==> config.mk <==
export PLATFORM = sky130hd
export DESIGN_NAME = crc_codeword_generator_flat
export DESIGN_NICKNAME = d
export VERILOG_FILES = /design/src/rtl/core/crcg_pkg.sv /design/src/rtl/core/crcg_req_if.sv /design/src/rtl/core/crcg_rsp_if.sv /design/src/rtl/core/crcg_front.sv /design/src/rtl/core/crcg_queue.sv /design/src/rtl/core/crcg_back.sv /design/src/rtl/core/crc_codeword_generator.sv /design/src/flat_wrapper.sv
export SDC_FILE = /design/constraint.sdc
export NUM_CORES = 1
export LEC_CHECK = 0
export ABC_AREA = 1
export BUFFER_PORTS_ARGS = -buffer_cell sky130_fd_sc_hd__buf_4
export CORE_ASPECT_RATIO = 0.5
export CORE_MARGIN = 2
export CORE_UTILIZATION = 69
export CTS_BUF_LIST = sky130_fd_sc_hd__clkbuf_4
export DETAILED_ROUTE_END_ITERATION = 12
export PLACE_DENSITY = 0.88
export REMOVE_ABC_BUFFERS = 1
export SLEW_MARGIN = 20
export SYNTH_ARGS = -nofsm -noshare
export SYNTH_HDL_FRONTEND = slang
export SYNTH_SLANG_ARGS = --single-unit
export TNS_END_PERCENT = 30
==> constraint.sdc <==
create_clock -name clock -period 4.4 [get_ports clock]
set_input_delay 0 -clock clock [delete_from_list [all_inputs] [get_ports clock]]
set_output_delay 0 -clock clock [all_outputs]
set_load 0.02 [all_outputs]
==> src/rtl/core/crcg_pkg.sv <==
// Package with the shared constants, types and helper functions of the CRC codeword generator.
package crcg_pkg;

   // Largest supported generator degree and the widths that follow from it.
   localparam int MAX_DEGREE = 16;
   localparam int REM_W      = MAX_DEGREE;
   localparam int DEG_W      = $clog2(MAX_DEGREE + 1);
   localparam int IDX_W      = (MAX_DEGREE > 1) ? $clog2(MAX_DEGREE) : 1;

   // Register field widths and reset values.
   localparam int CFG_DEG_W   = 5;
   localparam int CFG_COEFF_W = 16;
   localparam int CSR_DATA_W  = 16;
   localparam int CSR_IDX_W   = 1;

   localparam logic [CFG_DEG_W-1:0]   GEN_DEGREE_RESET     = 5'd8;
   localparam logic [CFG_COEFF_W-1:0] GEN_LOW_COEFFS_RESET = 16'd7;

   // Queue between the front and the back.
   localparam int QUEUE_DEPTH = 4;
   localparam int QPTR_W      = $clog2(QUEUE_DEPTH);
   localparam int QCNT_W      = $clog2(QUEUE_DEPTH + 1);

   typedef enum logic [CSR_IDX_W-1:0] {
      CSR_GEN_DEGREE     = 1'b0,
      CSR_GEN_LOW_COEFFS = 1'b1
   } csr_index_type;

   // Effective generator settings handed to the front and the back.
   typedef struct packed {
      logic [DEG_W-1:0] degree;
      logic [REM_W-1:0] mask;
      logic [REM_W-1:0] coeffs;
   } cfg_type;

   // One queue entry: the echoed data bit and, for the final bit, the remainder.
   typedef struct packed {
      logic             data_bit;
      logic             last;
      logic [REM_W-1:0] rem;
   } qentry_type;

   // Degree zero counts as one, and anything above the maximum saturates.
   function automatic logic [DEG_W-1:0] eff_degree(input logic [CFG_DEG_W-1:0] g);
      logic [DEG_W-1:0] d;
      if (g == '0) begin
         d = DEG_W'(1);
      end else if (int'(g) > MAX_DEGREE) begin
         d = DEG_W'(MAX_DEGREE);
      end else begin
         d = DEG_W'(g);
      end
      return d;
   endfunction

   function automatic logic [REM_W-1:0] degree_mask(input logic [DEG_W-1:0] d);
      return ~({REM_W{1'b1}} << d);
   endfunction

endpackage

==> src/rtl/core/crcg_req_if.sv <==
// Interface for the message bit channel of the CRC codeword generator.
interface crcg_req_if;
   logic valid;
   logic ready;
   logic msg_bit;
   logic msg_last;

   modport source (output valid, output msg_bit, output msg_last, input ready);
   modport sink   (input valid, input msg_bit, input msg_last, output ready);
endinterface

==> src/rtl/core/crcg_rsp_if.sv <==
// Interface for the codeword bit channel of the CRC codeword generator.
interface crcg_rsp_if;
   logic valid;
   logic ready;
   logic code_bit;
   logic is_check;
   logic code_last;

   modport source (output valid, output code_bit, output is_check, output code_last,
                   input ready);
   modport sink   (input valid, input code_bit, input is_check, input code_last,
                   output ready);
endinterface

==> src/rtl/core/crcg_front.sv <==
// Front end: accepts message bits, updates the running remainder and queues the work.
module crcg_front (
   input  logic                 clock,
   input  logic                 reset,
   crcg_req_if.sink             req,
   input  crcg_pkg::cfg_type    cfg,
   output logic                 push_valid,
   output crcg_pkg::qentry_type push_entry,
   input  logic                 push_ready
);
   import crcg_pkg::*;

   logic [REM_W-1:0] rem_ff;
   logic [REM_W-1:0] rem_in;
   logic [REM_W-1:0] rem_masked;
   logic [REM_W-1:0] rem_next;
   logic [DEG_W-1:0] top_pos;
   logic             feedback;
   logic             accept;

   assign req.ready  = push_ready;
   assign push_valid = req.valid;
   assign accept     = req.valid & push_ready;

   // One step of bitwise long division.
   always_comb begin
      rem_masked = rem_ff & cfg.mask;
      top_pos    = cfg.degree - DEG_W'(1);
      feedback   = req.msg_bit ^ rem_masked[top_pos[IDX_W-1:0]];
      rem_next   = (rem_masked << 1) & cfg.mask;
      if (feedback) begin
         rem_next = rem_next ^ (cfg.coeffs & cfg.mask);
      end
   end

   always_comb begin
      push_entry.data_bit = req.msg_bit;
      push_entry.last     = req.msg_last;
      push_entry.rem      = rem_next;
   end

   always_comb begin
      rem_in = rem_ff;
      if (accept) begin
         rem_in = req.msg_last ? '0 : rem_next;
      end
   end

   always_ff @(posedge clock) begin
      if (reset) begin
         rem_ff <= '0;
      end else begin
         rem_ff <= rem_in;
      end
   end

endmodule

==> src/rtl/core/crcg_queue.sv <==
// Short register queue that decouples the front end from the serializer.
module crcg_queue (
   input  logic                          clock,
   input  logic                          reset,
   input  logic                          push_valid,
   input  crcg_pkg::qentry_type          push_entry,
   output logic                          push_ready,
   output logic                          pop_valid,
   output crcg_pkg::qentry_type          pop_entry,
   input  logic                          pop,
   output logic [crcg_pkg::QCNT_W-1:0]   count
);
   import crcg_pkg::*;

   qentry_type        slot_ff [QUEUE_DEPTH];
   logic [QPTR_W-1:0] wr_ptr_ff;
   logic [QPTR_W-1:0] wr_ptr_in;
   logic [QPTR_W-1:0] rd_ptr_ff;
   logic [QPTR_W-1:0] rd_ptr_in;
   logic [QCNT_W-1:0] count_ff;
   logic [QCNT_W-1:0] count_in;
   logic              do_push;
   logic              do_pop;

   assign push_ready = (count_ff != QCNT_W'(QUEUE_DEPTH));
   assign pop_valid  = (count_ff != '0);
   assign pop_entry  = slot_ff[rd_ptr_ff];
   assign count      = count_ff;
   assign do_push    = push_valid & push_ready;
   assign do_pop     = pop & pop_valid;

   always_comb begin
      wr_ptr_in = do_push ? wr_ptr_ff + QPTR_W'(1) : wr_ptr_ff;
      rd_ptr_in = do_pop  ? rd_ptr_ff + QPTR_W'(1) : rd_ptr_ff;
      count_in  = count_ff;
      if (do_push && !do_pop) begin
         count_in = count_ff + QCNT_W'(1);
      end else if (do_pop && !do_push) begin
         count_in = count_ff - QCNT_W'(1);
      end
   end

   always_ff @(posedge clock) begin
      if (reset) begin
         wr_ptr_ff <= '0;
         rd_ptr_ff <= '0;
         count_ff  <= '0;
      end else begin
         wr_ptr_ff <= wr_ptr_in;
         rd_ptr_ff <= rd_ptr_in;
         count_ff  <= count_in;
      end
   end

   always_ff @(posedge clock) begin
      if (do_push) begin
         slot_ff[wr_ptr_ff] <= push_entry;
      end
   end

endmodule

==> src/rtl/core/crcg_back.sv <==
// Back end: emits echoed data bits and shifts out the check bits through an output register.
module crcg_back (
   input  logic                       clock,
   input  logic                       reset,
   input  logic [crcg_pkg::DEG_W-1:0] degree,
   input  logic                       pop_valid,
   input  crcg_pkg::qentry_type       pop_entry,
   output logic                       pop,
   crcg_rsp_if.source                 rsp
);
   import crcg_pkg::*;

   logic [DEG_W-1:0] cnt_ff;
   logic [DEG_W-1:0] cnt_in;
   logic [DEG_W-1:0] cnt_m1;
   logic [REM_W-1:0] shift_ff;
   logic [REM_W-1:0] shift_in;
   logic             valid_ff;
   logic             valid_in;
   logic             bit_ff;
   logic             bit_in;
   logic             check_ff;
   logic             check_in;
   logic             last_ff;
   logic             last_in;
   logic             load;

   assign rsp.valid     = valid_ff;
   assign rsp.code_bit  = bit_ff;
   assign rsp.is_check  = check_ff;
   assign rsp.code_last = last_ff;

   assign load   = !valid_ff || rsp.ready;
   assign cnt_m1 = cnt_ff - DEG_W'(1);

   // Pending check bits take priority over the next queued transaction.
   always_comb begin
      cnt_in   = cnt_ff;
      shift_in = shift_ff;
      valid_in = valid_ff;
      bit_in   = bit_ff;
      check_in = check_ff;
      last_in  = last_ff;
      pop      = 1'b0;
      if (load) begin
         if (cnt_ff != '0) begin
            valid_in = 1'b1;
            bit_in   = shift_ff[cnt_m1[IDX_W-1:0]];
            check_in = 1'b1;
            last_in  = (cnt_ff == DEG_W'(1));
            cnt_in   = cnt_m1;
         end else if (pop_valid) begin
            pop      = 1'b1;
            valid_in = 1'b1;
            bit_in   = pop_entry.data_bit;
            check_in = 1'b0;
            last_in  = 1'b0;
            if (pop_entry.last) begin
               shift_in = pop_entry.rem;
               cnt_in   = degree;
            end
         end else begin
            valid_in = 1'b0;
         end
      end
   end

   always_ff @(posedge clock) begin
      if (reset) begin
         cnt_ff   <= '0;
         valid_ff <= 1'b0;
      end else begin
         cnt_ff   <= cnt_in;
         valid_ff <= valid_in;
      end
   end

   always_ff @(posedge clock) begin
      shift_ff <= shift_in;
      bit_ff   <= bit_in;
      check_ff <= check_in;
      last_ff  <= last_in;
   end

endmodule

==> src/rtl/core/crc_codeword_generator.sv <==
// Top level of the serial CRC codeword generator with a programmable generator polynomial.
//
// Usage: message bits enter one per transaction on the req channel, most significant
// first, with msg_last set on the final bit of a message. Every bit is echoed on the
// rsp channel as a data bit (is_check low). After the final data bit the block emits
// the degree check bits of the CRC remainder, most significant first, with is_check
// high and code_last set on the last one; the remainder then restarts at zero.
// The generator degree (csr index 0) and the coefficients below the implied leading term
// (csr index 1) are written through the csr port; the user must write them only while
// the block is idle, as the block does not enforce it. An accepted bit passes through
// the queue and the output register on its way to rsp. The front end takes one bit per
// cycle while the four-entry queue has room; the serializer emits one codeword bit per
// cycle while the receiver is ready, and the req side backs up only while check bits go out.
// When the receiver stalls, the output register holds its transaction, the queue
// fills, and req.ready drops once it is full; nothing is lost.
// A synchronous reset empties the queue, clears the remainder and the output, and
// restores degree 8 with coefficients 7 (x^8 + x^2 + x + 1).
module crc_codeword_generator (
   input  logic                            clock,
   input  logic                            reset,
   crcg_req_if.sink                        req,
   crcg_rsp_if.source                      rsp,
   input  logic                            csr_wr_en,
   input  logic [crcg_pkg::CSR_IDX_W-1:0]  csr_index,
   input  logic [crcg_pkg::CSR_DATA_W-1:0] csr_wdata
);
   import crcg_pkg::*;

   logic [CFG_DEG_W-1:0]   gen_degree_ff;
   logic [CFG_DEG_W-1:0]   gen_degree_in;
   logic [CFG_COEFF_W-1:0] gen_low_coeffs_ff;
   logic [CFG_COEFF_W-1:0] gen_low_coeffs_in;
   cfg_type                cfg;
   logic                   push_valid;
   qentry_type             push_entry;
   logic                   push_ready;
   logic                   pop_valid;
   qentry_type             pop_entry;
   logic                   pop;
   logic [QCNT_W-1:0]      q_count;

   // Configuration registers; both are plain write-only registers.
   always_comb begin
      gen_degree_in     = gen_degree_ff;
      gen_low_coeffs_in = gen_low_coeffs_ff;
      if (csr_wr_en) begin
         case (csr_index_type'(csr_index))
            CSR_GEN_DEGREE: begin
               gen_degree_in = csr_wdata[CFG_DEG_W-1:0];
            end
            CSR_GEN_LOW_COEFFS: begin
               gen_low_coeffs_in = csr_wdata[CFG_COEFF_W-1:0];
            end
            default: begin
               gen_degree_in = gen_degree_ff;
            end
         endcase
      end
   end

   always_ff @(posedge clock) begin
      if (reset) begin
         gen_degree_ff     <= GEN_DEGREE_RESET;
         gen_low_coeffs_ff <= GEN_LOW_COEFFS_RESET;
      end else begin
         gen_degree_ff     <= gen_degree_in;
         gen_low_coeffs_ff <= gen_low_coeffs_in;
      end
   end

   // The effective degree is shared by both halves of the datapath; the mask and coefficients go to the front end only.
   always_comb begin
      cfg.degree = eff_degree(gen_degree_ff);
      cfg.mask   = degree_mask(cfg.degree);
      cfg.coeffs = REM_W'(gen_low_coeffs_ff);
   end

   crcg_front u_front (
      .clock      (clock),
      .reset      (reset),
      .req        (req),
      .cfg        (cfg),
      .push_valid (push_valid),
      .push_entry (push_entry),
      .push_ready (push_ready)
   );

   crcg_queue u_queue (
      .clock      (clock),
      .reset      (reset),
      .push_valid (push_valid),
      .push_entry (push_entry),
      .push_ready (push_ready),
      .pop_valid  (pop_valid),
      .pop_entry  (pop_entry),
      .pop        (pop),
      .count      (q_count)
   );

   crcg_back u_back (
      .clock     (clock),
      .reset     (reset),
      .degree    (cfg.degree),
      .pop_valid (pop_valid),
      .pop_entry (pop_entry),
      .pop       (pop),
      .rsp       (rsp)
   );

   // The queue never holds more transactions than it has slots.
   a_queue_bound: assert property (@(posedge clock) disable iff (reset)
      q_count <= QCNT_W'(QUEUE_DEPTH))
      else $error("queue count exceeds its depth");

   // A full queue must hold off the front end.
   a_full_stalls: assert property (@(posedge clock) disable iff (reset)
      (q_count == QCNT_W'(QUEUE_DEPTH)) |-> !req.ready)
      else $error("front end ready while the queue is full");

   // The end-of-codeword marker only ever rides on a check bit.
   a_last_is_check: assert property (@(posedge clock) disable iff (reset)
      (rsp.valid && rsp.code_last) |-> rsp.is_check)
      else $error("code_last on a data bit");

   // An accepted bit lands in the queue on the next edge.
   a_accept_queued: assert property (@(posedge clock) disable iff (reset)
      (req.valid && req.ready && !pop) |=> (q_count == $past(q_count) + QCNT_W'(1)))
      else $error("accepted transaction not queued");

endmodule

==> src/flat_wrapper.sv <==
// flat-port wrapper written by rule: the top's interface ports become plain ports
module crc_codeword_generator_flat import crcg_pkg::*;
  (clock, reset, csr_wr_en, csr_index, csr_wdata, req_valid, req_msg_bit, req_msg_last, req_ready, rsp_valid, rsp_code_bit, rsp_is_check, rsp_code_last, rsp_ready);
  crcg_req_if req_i ();
  crcg_rsp_if rsp_i ();
  input  logic clock;
  input  logic reset;
  input  logic csr_wr_en;
  input  logic [crcg_pkg::CSR_IDX_W-1:0] csr_index;
  input  logic [crcg_pkg::CSR_DATA_W-1:0] csr_wdata;
  input wire logic [$bits(req_i.valid)-1:0] req_valid;
  input wire logic [$bits(req_i.msg_bit)-1:0] req_msg_bit;
  input wire logic [$bits(req_i.msg_last)-1:0] req_msg_last;
  output wire logic [$bits(req_i.ready)-1:0] req_ready;
  output wire logic [$bits(rsp_i.valid)-1:0] rsp_valid;
  output wire logic [$bits(rsp_i.code_bit)-1:0] rsp_code_bit;
  output wire logic [$bits(rsp_i.is_check)-1:0] rsp_is_check;
  output wire logic [$bits(rsp_i.code_last)-1:0] rsp_code_last;
  input wire logic [$bits(rsp_i.ready)-1:0] rsp_ready;
  assign req_i.valid = req_valid;
  assign req_i.msg_bit = req_msg_bit;
  assign req_i.msg_last = req_msg_last;
  assign req_ready = req_i.ready;
  assign rsp_valid = rsp_i.valid;
  assign rsp_code_bit = rsp_i.code_bit;
  assign rsp_is_check = rsp_i.is_check;
  assign rsp_code_last = rsp_i.code_last;
  assign rsp_i.ready = rsp_ready;
  crc_codeword_generator u_core (.clock(clock), .reset(reset), .req(req_i), .rsp(rsp_i), .csr_wr_en(csr_wr_en), .csr_index(csr_index), .csr_wdata(csr_wdata));
endmodule
==> run_results.csv, run 1 <==
group,metric,value,unit
timing,setup_viol,0,
timing,slew_violations,0,
cts,post_cts_buffers,0,
cts,cts_resized,0,
timing,finalCritPeriodShare,89.3,%
power,p_sw,1.48,mW
logic_synthesis,synth_area,6540,um2
place,port_buffers,28,
power,sw_frac_of_total,36.7,%
place,gp_congestion,0.978,
floorplan,die_y,72.9,um
place,dp_hpwl,10800,um
drt,routed_wl,16300,um
cts,cts_tree,"built",
drt,wire_per_inst,18.1,um
place,place_ws,1100,ps
logic_synthesis,async_flop_share,0,%
cts,clkLatencyLatePin,550,ps
layout,fin_nets,797,
critical_path,worstSetupPathType,"reg -> reg",
drt,route.detailed.drc,0,
logic_synthesis,synth-seq-area-share,57.7,%
timing,worst_slew_pin_slew,1040,ps
cts,cts_buffers,17,
drt,drt_iter0_drc,643,
run,max-cap-violations,0,
cts,clock_path_buffers,2,
drt,viasPerCell,6.04,
cts,htreeDepth,4,
power,seq_power_share,46.8,%
timing,max_clock_freq,255,MHz
floorplan,dieArea,10300,um2
timing,setup_tns,0,ps
logic_synthesis,ys_ff_latch,143,
logic_synthesis,synth_ff_type,"edfxtp_1",
timing,period_needed,3930,ps
logic_synthesis,ys_types,36,
critical_path,cp-start-kind,"flip-flop",
critical_path,cp-end-kind,"flip-flop",
power,power_leakage,2.90,nW
logic_synthesis,synth.avg_cell_area,9.20,um2
cts,clkTransAtPathRegs,130,ps
floorplan,pin_count,29,
logic_synthesis,yosysTopAreaCell,"edfxtp_1",
drt,postRouteAntennaNets,0,
timing,slew_headroom,30.6,%
floorplan,die_w,142,um
global_route,grt_pass1_wl,25200,um
global_route,grt_antenna_before_repair,0,
timing,hold_viol,0,
floorplan,rows,25,
global_route,grt_pass1_vias,4922,
layout,nFillCells,570,
logic_synthesis,synth_top_area_share,41.8,%
timing,rsz0062_at_grt,"no",
floorplan,initial_core_util,70.2,%
global_route,grt_max_degree,37,
critical_path,required,4900,ps
layout,n_antenna_cell,0,
cts,ctsRootBufferMaster,"clkbuf_4",
logic_synthesis,synth_top_cells_by_area,"edfxtp_1, dfxtp_1, nand2_1",
logic_synthesis,syn_inst,711,
logic_synthesis,synth_edf_count,91,
run_status,outcome,"finished clean",
logic_synthesis,synth.most_common_cell,"nand2_1",
power,p_comb_share,30.6,%
power,power_density,546,nW/um2
critical_path,cp.arrival,4430,ps
global_route,gr-total-overflow,0,
power,vdd.ir_drop.worst,0.235,mV
drt,dr.pass1.iters,6,
global_route,grt.total_usage,33.0,%
layout,area_delta_synth_final,12.7,%
min_path,hp-class,"in -> reg",
floorplan,core_area,9320,um2
timing,skew,17.1,ps
logic_synthesis,yosys_warnings,0,
drt,vias,5414,
layout,drive_gt1_share,10.6,%
logic_synthesis,synthTopCellsByCount,"nand2_1, nor2_1, edfxtp_1",
critical_path,path_max_fanout,13,
timing,setup_ws,471,ps
power,p_int,2.55,mW
cts,cts_sinks,143,
power,p_total,4.03,mW
power,clockPowerShare,22.7,%
repair_timing:
item                       in CTS  in global routing
hold endpoints to repair       47                  0
setup endpoints to repair       0                  0
hold buffers                   25                  0
kinds of logic (layout without fill, tap and decap cells):
family                   after synthesis  in the layout  synth area share, %
buffers and inverters                 91            155                 5.89
AND/OR/NAND/NOR                      300            300                 19.5
AO/OA/AOI/OAI                        147            147                 12.1
flip-flops                           143            143                 57.7
XOR/XNOR                              17             17                 2.28
multiplexers                           2              2                0.306
adder cells (fa/ha/maj)               11             11                 2.22
final cells by class:
| class | count | area [um2] | area share, % |
|---|---|---|---|
| Multi-Input combinational cell | 477 | 2380 | 32.3 |
| Clock buffer | 17 | 128 | 1.73 |
| Clock inverter | 15 | 184 | 2.49 |
| Sequential cell | 143 | 3770 | 51.2 |
| Timing Repair Buffer | 61 | 520 | 7.06 |
| Tap cell | 121 | 151 | 2.05 |
| Inverter | 62 | 233 | 3.16 |
worst max-delay path, cell delays in order (launching register included):
cell and delay (ps):
dfxtp_1 610, clkinv_1 360, ha_1 340, nand2_1 110, nor2_2 100, a21oi_1 430
o21ai_1 320, nor2_1 450, buf_4 310, nand2_1 120, a21oi_1 160, dlygate4sd3_1 560
flip-flops by register name (all words and copies together), names as in the netlist, named ones only:
name                         count
u_core.u_back.cnt_ff             5
u_core.u_back.rsp.is_check       1
u_core.u_queue.slot_ff          72
u_core.u_back.rsp.valid          1
u_core.gen_low_coeffs_ff        16
u_core.u_queue.rd_ptr_ff         2
u_core.u_front.rem_ff           16
u_core.gen_degree_ff             5
u_core.u_back.rsp.code_last      1
u_core.u_back.rsp.code_bit       1
u_core.u_back.shift_ff          16
u_core.u_queue.wr_ptr_ff         2
u_core.u_queue.count             3
layer usage:
metal	vias up	track usage [%]	share of wire (%)
met2	345	54.5	46
met3	40	8.40	11
met4	0	10.7	2.4
met1	2515	43.9	41
li1	2514	-	-
met5	-	0	0
power by group through the flow:
stage	Sequential, mW	Combinational (mW)	Clock [mW]
after global routing	1.90	1.34	0.966
after global placement	1.89	1.10	0
final	1.88	1.23	0.913
after CTS	1.88	1.19	0.911
after floorplan	1.91	0.753	0
after detailed placement	1.90	1.16	0
layout by cell type, fill, tap and decap left out, drive strengths merged, types with 4 or more instances in the layout:
cell type | netlist | routed
dfxtp | 52 | 52
nand3 | 56 | 56
a21boi | 4 | 4
o21ai | 75 | 75
dlygate4sd3 | 0 | 25
clkbuf | 20 | 17
inv | 59 | 63
buf | 9 | 36
nand2 | 126 | 126
ha | 10 | 10
nor2 | 105 | 105
and2 | 7 | 7
edfxtp | 91 | 91
xor2 | 7 | 7
clkinv | 3 | 10
xnor2 | 10 | 10
nor3 | 4 | 4
a21oi | 40 | 40
o22ai | 18 | 18
worst paths after layout:
kind                            endpoint                     start  slack, ps  cells past startpoint
max reg2reg      u_core.u_back.cnt_ff[4]   u_core.u_back.cnt_ff[0]        470                     11
min reg2reg     u_core.u_front.rem_ff[4]  u_core.u_front.rem_ff[4]        480                      2
max              u_core.u_back.cnt_ff[4]   u_core.u_back.cnt_ff[0]        470                     11
min          u_core.gen_low_coeffs_ff[0]              csr_wdata[0]        220                      4
per-stage QoR:
step / hold slack, ps / instance area, um2 / util, % / cells
3_5_place_dp: 213 / 6810 / 73.1 / 839
2_1_floorplan: 69.1 / 6390 / - / 682
3_3_place_gp: 210 / 6810 / 73.1 / 839
6_report: 224 / 7370 / 79.1 / 896
5_1_grt: 217 / 7370 / 79.1 / 896
4_1_cts: 193 / 7370 / 79.1 / 896
Power figures use the tool's default switching activity.
==> run 2: changes to the inputs <==
Settings changed: CORE_UTILIZATION 69 to 64, MAX_ROUTING_LAYER set to met4, PLACE_DENSITY 0.88 to 0.82.
Clock period 4.4 ns to 4.5 ns, I/O delays scaled along.
==> run 2 against run 1 <==
Global-route usage fell by 2.8 points. Largest power group unchanged. Core utilization fell by 6.1 points. Highest routed layer unchanged. Sequential share of layout area rose by 0.087 points. Via count fell by 5.4%. Sequential cell count did not move.
==> run_results.csv, run 2 (synthesis gave the netlist of run 1 again) <==
group,metric,value,unit
run_status,outcome,"finished clean",
drt,drt_iter0_drc,453,
power,vdd.ir_drop.worst,0.251,mV
global_route,grt_max_degree,37,
power,power_leakage,2.88,nW
critical_path,cp-startpoint,"u_core.u_back.cnt_ff[0]",
timing,hold-worst-slack,210,ps
min_path,hp-start,"csr_wdata[0]",
layout,fin_nets,796,
cts,clkLatencyLatePin,540,ps
floorplan,dieArea,11100,um2
global_route,grt_pass1_vias,4637,
floorplan,pin_count,29,
drt,dr.pass1.iters,6,
place,port_buffers,28,
place,dp_hpwl,10400,um
floorplan,core_area,10100,um2
timing,period_needed,3530,ps
global_route,gr-total-overflow,0,
floorplan,initial_core_util,64.9,%
critical_path,cp-end-kind,"flip-flop",
timing,slew_violations,0,
cts,clock_path_buffers,2,
critical_path,worstSetupPathType,"reg -> reg",
timing,worst_slew_pin_slew,1000,ps
floorplan,rows,26,
critical_path,ff2ff_setup_slack,970,ps
cts,clkTransAtPathRegs,120,ps
critical_path,r2r_cells,8,
critical_path,reg2reg_from,"u_core.u_back.cnt_ff[0]",
timing,max_clock_freq,284,MHz
drt,route.detailed.drc,0,
timing,setup_tns,0,ps
floorplan,die_y,75.5,um
run,max-cap-violations,0,
timing,setup_viol,0,
layout,largest_register_ffs,72,
global_route,grt.total_usage,30.2,%
global_route,grt_pass1_wl,23900,um
min_path,min_to,"u_core.gen_low_coeffs_ff[0]",
cts,ctsRootBufferMaster,"clkbuf_4",
timing,slew_headroom,33.0,%
drt,vias,5119,
min_path,hp-class,"in -> reg",
layout,largest-register,"u_core.u_queue.slot_ff",
timing,hold_viol,0,
global_route,grt_antenna_before_repair,1,
layout,area_delta_synth_final,12.5,%
cts,cts_tree,"built",
layout,layout_commonest_cell,"nand2_1",
critical_path,cp.arrival,3780,ps
cts,cts_sinks,143,
cts,htreeDepth,4,
drt,viasPerCell,5.59,
layout,drive_gt1_share,10.6,%
layout,fin_util,73.0,%
timing,rsz0062_at_grt,"no",
cts,cts_buffers,17,
timing,finalCritPeriodShare,78.4,%
drt,wire_per_inst,16.9,um
timing,skew,19.7,ps
critical_path,timing.rr.end,"u_core.u_back.shift_ff[9]",
critical_path,cp-start-kind,"flip-flop",
min_path,whs_path_depth,4,
drt,postRouteAntennaNets,0,
layout,final_cell_mix,"nand2_1, nor2_1, edfxtp_1, o21ai_0, inv_1",
critical_path,path_max_fanout,11,
layout,fin_area,7360,um2
floorplan,die_w,147,um
place,gp_congestion,0.987,
drt,routed_wl,15500,um
power,power_density,518,nW/um2
critical_path,required,4750,ps
place,placed_area,6840,um2
-- run 2: changes by cell type in the layout (fill, tap and decap cells not counted), sizes merged --
cell,before,now
diode,0,1
clkinvlp,1,3
bufinv,3,2
clkbuf,17,19
inv,63,61
dlygate4sd3,25,24
clkinv,10,9
-- run 2: metrics by stage --
stage | setup WS (ps) | std cells | total power [mW]
final | 973 | 915 | 3.81
after global routing | 634 | 915 | 4.02
after CTS | 1030 | 914 | 3.79
after detailed placement | 1100 | 858 | 2.98
after global placement | 1130 | 858 | 2.95
after floorplan | 1700 | 682 | 2.61
-- run 2: area by class of cell --
cell class / instances / area (um2)
Multi-Input combinational cell: 477 / 2380
Sequential cell: 143 / 3770
Clock inverter: 13 / 140
Timing Repair Buffer: 60 / 510
Fill cell: 747 / 2720
Clock buffer: 19 / 143
Inverter: 62 / 233
Antenna cell: 1 / 2.50
Tap cell: 140 / 175
-- run 2: worst max-delay path by stage --
stage | end | slack (ps) | cells past startpoint
final | u_core.u_back.shift_ff[9] | 970 | 8
after global routing | u_core.u_back.shift_ff[10] | 630 | 8
after CTS | u_core.u_back.shift_ff[10] | 1030 | 8
after detailed placement | u_core.u_back.shift_ff[8] | 1100 | 8
after global placement | u_core.u_back.shift_ff[8] | 1130 | 8
after floorplan | u_core.u_back.shift_ff[0] | 1700 | 7
-- run 2: timing repair --
| item | CTS | global route |
|---|---|---|
| hold buffers | 24 | 0 |
| buffers inserted | 0 | 0 |
| resized for setup | 0 | 0 |
| hold endpoints to repair | 47 | 0 |
-- run 2: critical path, cell delays in order (launching register included) --
cell and delay, ps:
dfxtp_1 580, clkinv_1 330, ha_1 330, nand2_1 120, nor2_2 100, a21oi_1 470, o21ai_1 320, nor2_1 660
buf_4 320
-- run 2: routing by layer --
layer / share of wire (%) / track usage, % / up-vias
li1: - / - / 2510
met4: 1.3 / 9.29 / 0
met3: 9.1 / 8.80 / 17
met2: 43 / 44.7 / 228
met1: 46 / 41.0 / 2364
met5: 0 / - / -
-- run 2: power breakdown --
part / total, mW / switching [mW] / internal (mW)
clock network: 0.814 / 0.471 / 0.343
registers: 1.84 / 0.114 / 1.72
logic: 1.16 / 0.783 / 0.378
==> run 3: changes to the inputs <==
Settings changed: CORE_UTILIZATION 64 to 58, PLACE_DENSITY 0.82 to 0.79.
Clock period 4.5 ns to 2.9 ns, I/O delays scaled along.
==> run 3 against run 2 <==
Maximum frequency is 30% higher. Sequential power is 53% higher. Cell area is 3.7% higher. Worst setup slack worse by 790 ps. Core utilization shrank 3.5 points. Critical path depth increased by 8. First-iteration DRC count grew 3.5%. Combinational power is 69% higher. Total power is 63% higher. Sequential cell count is the same. Via count up 2.9%. Sequential share of layout area is 1.8 points lower.
==> run_results.csv, run 3 (synthesis gave the netlist of run 1 again) <==
group,metric,value,unit
critical_path,crit_family,"simple AND/OR/NAND/NOR gates",
cts,clkLatencyLatePin,550,ps
layout,area_delta_synth_final,16.6,%
critical_path,path_max_fanout,16,
timing,slew_violations,0,
floorplan,initial_core_util,59.6,%
critical_path,path_cells,"buf_4 -> nand2_1 -> nand2_1 -> inv_1 -> ha_1 -> a21oi_1 -> nor2_1 -> nand2_1 -> nand3_1 -> nand2_1 -> nand3_2 -> nand2_2 -> nand2_8 -> nand2_8 -> nand2_1 -> and2_1",
timing,slew_headroom,45.1,%
critical_path,required,3190,ps
run_status,outcome,"finished clean",
cts,cts_buffers,17,
cts,clkTransAtPathRegs,140,ps
cts,post_cts_buffers,0,
global_route,grt_pass1_vias,4818,
critical_path,critical_path.most_common_cell,"nand2_1",
power,p_comb_share,31.6,%
layout,fin_nets,816,
layout,fin_cells,939,
drt,routed_wl,16000,um
place,gp_congestion,0.973,
drt,drt_iter0_drc,469,
place,dpl.cell_count,881,
floorplan,die_y,79.1,um
place,port_buffers,28,
power,sw_frac_of_total,36.3,%
power,p_int,3.95,mW
timing,worst_slew_pin_slew,822,ps
drt,dr.pass1.iters,7,
layout,largest_register_ffs,72,
timing,period_needed,2710,ps
drt,viasPerCell,5.61,
global_route,grt_pass1_wl,25400,um
timing,setup_tns,0,ps
timing,hold_viol,0,
timing,setup_ws,188,ps
layout,layout_commonest_cell,"nand2_1",
min_path,hp-class,"in -> reg",
drt,vias,5268,
critical_path,worstSetupPathType,"reg -> reg",
power,clockPowerShare,23.1,%
layout,final_cell_mix,"nand2_1, nor2_1, edfxtp_1, o21ai_0, inv_1",
critical_path,cp.arrival,3010,ps
global_route,grt_antenna_before_repair,0,
critical_path,critPathBufInv,2,
critical_path,cp-start-kind,"flip-flop",
timing,skew,29.5,ps
place,dp_hpwl,10700,um
floorplan,rows,27,
critical_path,cp-end-kind,"flip-flop",
drt,wire_per_inst,17.0,um
cts,ctsRootBufferMaster,"clkbuf_4",
global_route,grt.total_usage,28.6,%
power,power_leakage,3.00,nW
critical_path,cpPeakStageDelay,400,ps
cts,cts_sinks,143,
global_route,grt_max_degree,37,
timing,max_clock_freq,369,MHz
floorplan,pin_count,29,
power,vdd.ir_drop.worst,0.409,mV
timing,hold-worst-slack,204,ps
timing,rsz0062_at_grt,"no",
cts,cts_tree,"built",
floorplan,core_area,11000,um2
drt,route.detailed.drc,0,
run,max-cap-violations,0,
power,seq_power_share,45.3,%
power,power_density,814,nW/um2
place,place_ws,2.19,ps
timing,finalCritPeriodShare,93.5,%
cts,htreeDepth,4,
critical_path,cp_slowest_cell,"dfxtp_2",
global_route,gr-total-overflow,0,
layout,n_antenna_cell,0,
timing,setup_viol,0,
cts,clock_path_buffers,2,
drt,postRouteAntennaNets,0,
layout,largest-register,"u_core.u_queue.slot_ff",
floorplan,die_w,154,um
floorplan,dieArea,12200,um2
power,p_sw,2.26,mW
layout,drive_gt1_share,14.6,%
## run 3: path summary, 6_finish.rpt
check,depth (start not counted),slack [ps],end,start
worst min-delay path,4,200,u_core.gen_low_coeffs_ff[2],csr_wdata[2]
worst max register to register,16,190,u_core.u_queue.slot_ff[3][5],u_core.gen_degree_ff[4]
worst min register to register,2,480,u_core.u_front.rem_ff[15],u_core.u_front.rem_ff[15]
worst max-delay path,16,190,u_core.u_queue.slot_ff[3][5],u_core.gen_degree_ff[4]
## run 3: through the flow
step           total power, mW  util [%]  cell area (um2)
2_1_floorplan             4.04         -             6390
3_3_place_gp              4.65      63.6             6980
3_5_place_dp              4.71      63.6             6980
4_1_cts                   6.17      69.0             7580
5_1_grt                   6.55      69.5             7630
6_report                  6.21      69.5             7630
## run 3: worst min-delay path, stage by stage
cell and delay [ps]:
dlygate4sd3_1 520, buf_4 100, nand2_1 40, nand3_1 50
## run 3: repair_timing
item	in CTS	in global routing
cloned	0	0
resized for setup	2	17
endpoints found under the setup margin	28	74
hold buffers	26	0
pin swaps	0	1
hold endpoints to repair	50	0
## run 3: metal layers
| metal | part of all wire (%) | global-route usage (%) | vias to the layer above |
|---|---|---|---|
| li1 | - | - | 2565 |
| met1 | 45 | 39.7 | 2440 |
| met2 | 45 | 43.1 | 245 |
| met3 | 8.8 | 6.28 | 18 |
| met4 | 1.0 | 7.76 | 0 |
| met5 | 0 | - | - |
## run 3: area by class of cell
cell class	instances	area, um2
Inverter	62	233
Clock buffer	17	128
Multi-Input combinational cell	477	2450
Timing Repair Buffer	80	666
Fill cell	804	3350
Sequential cell	143	3780
Tap cell	145	181
Clock inverter	15	199
## run 3: power groups by stage
stage	logic [mW]	registers (mW)	clock network [mW]
CTS	1.91	2.82	1.44
global placement	1.80	2.85	0
global route	2.16	2.85	1.54
floorplan	1.14	2.90	0
detailed placement	1.85	2.86	0
finish	1.96	2.82	1.43
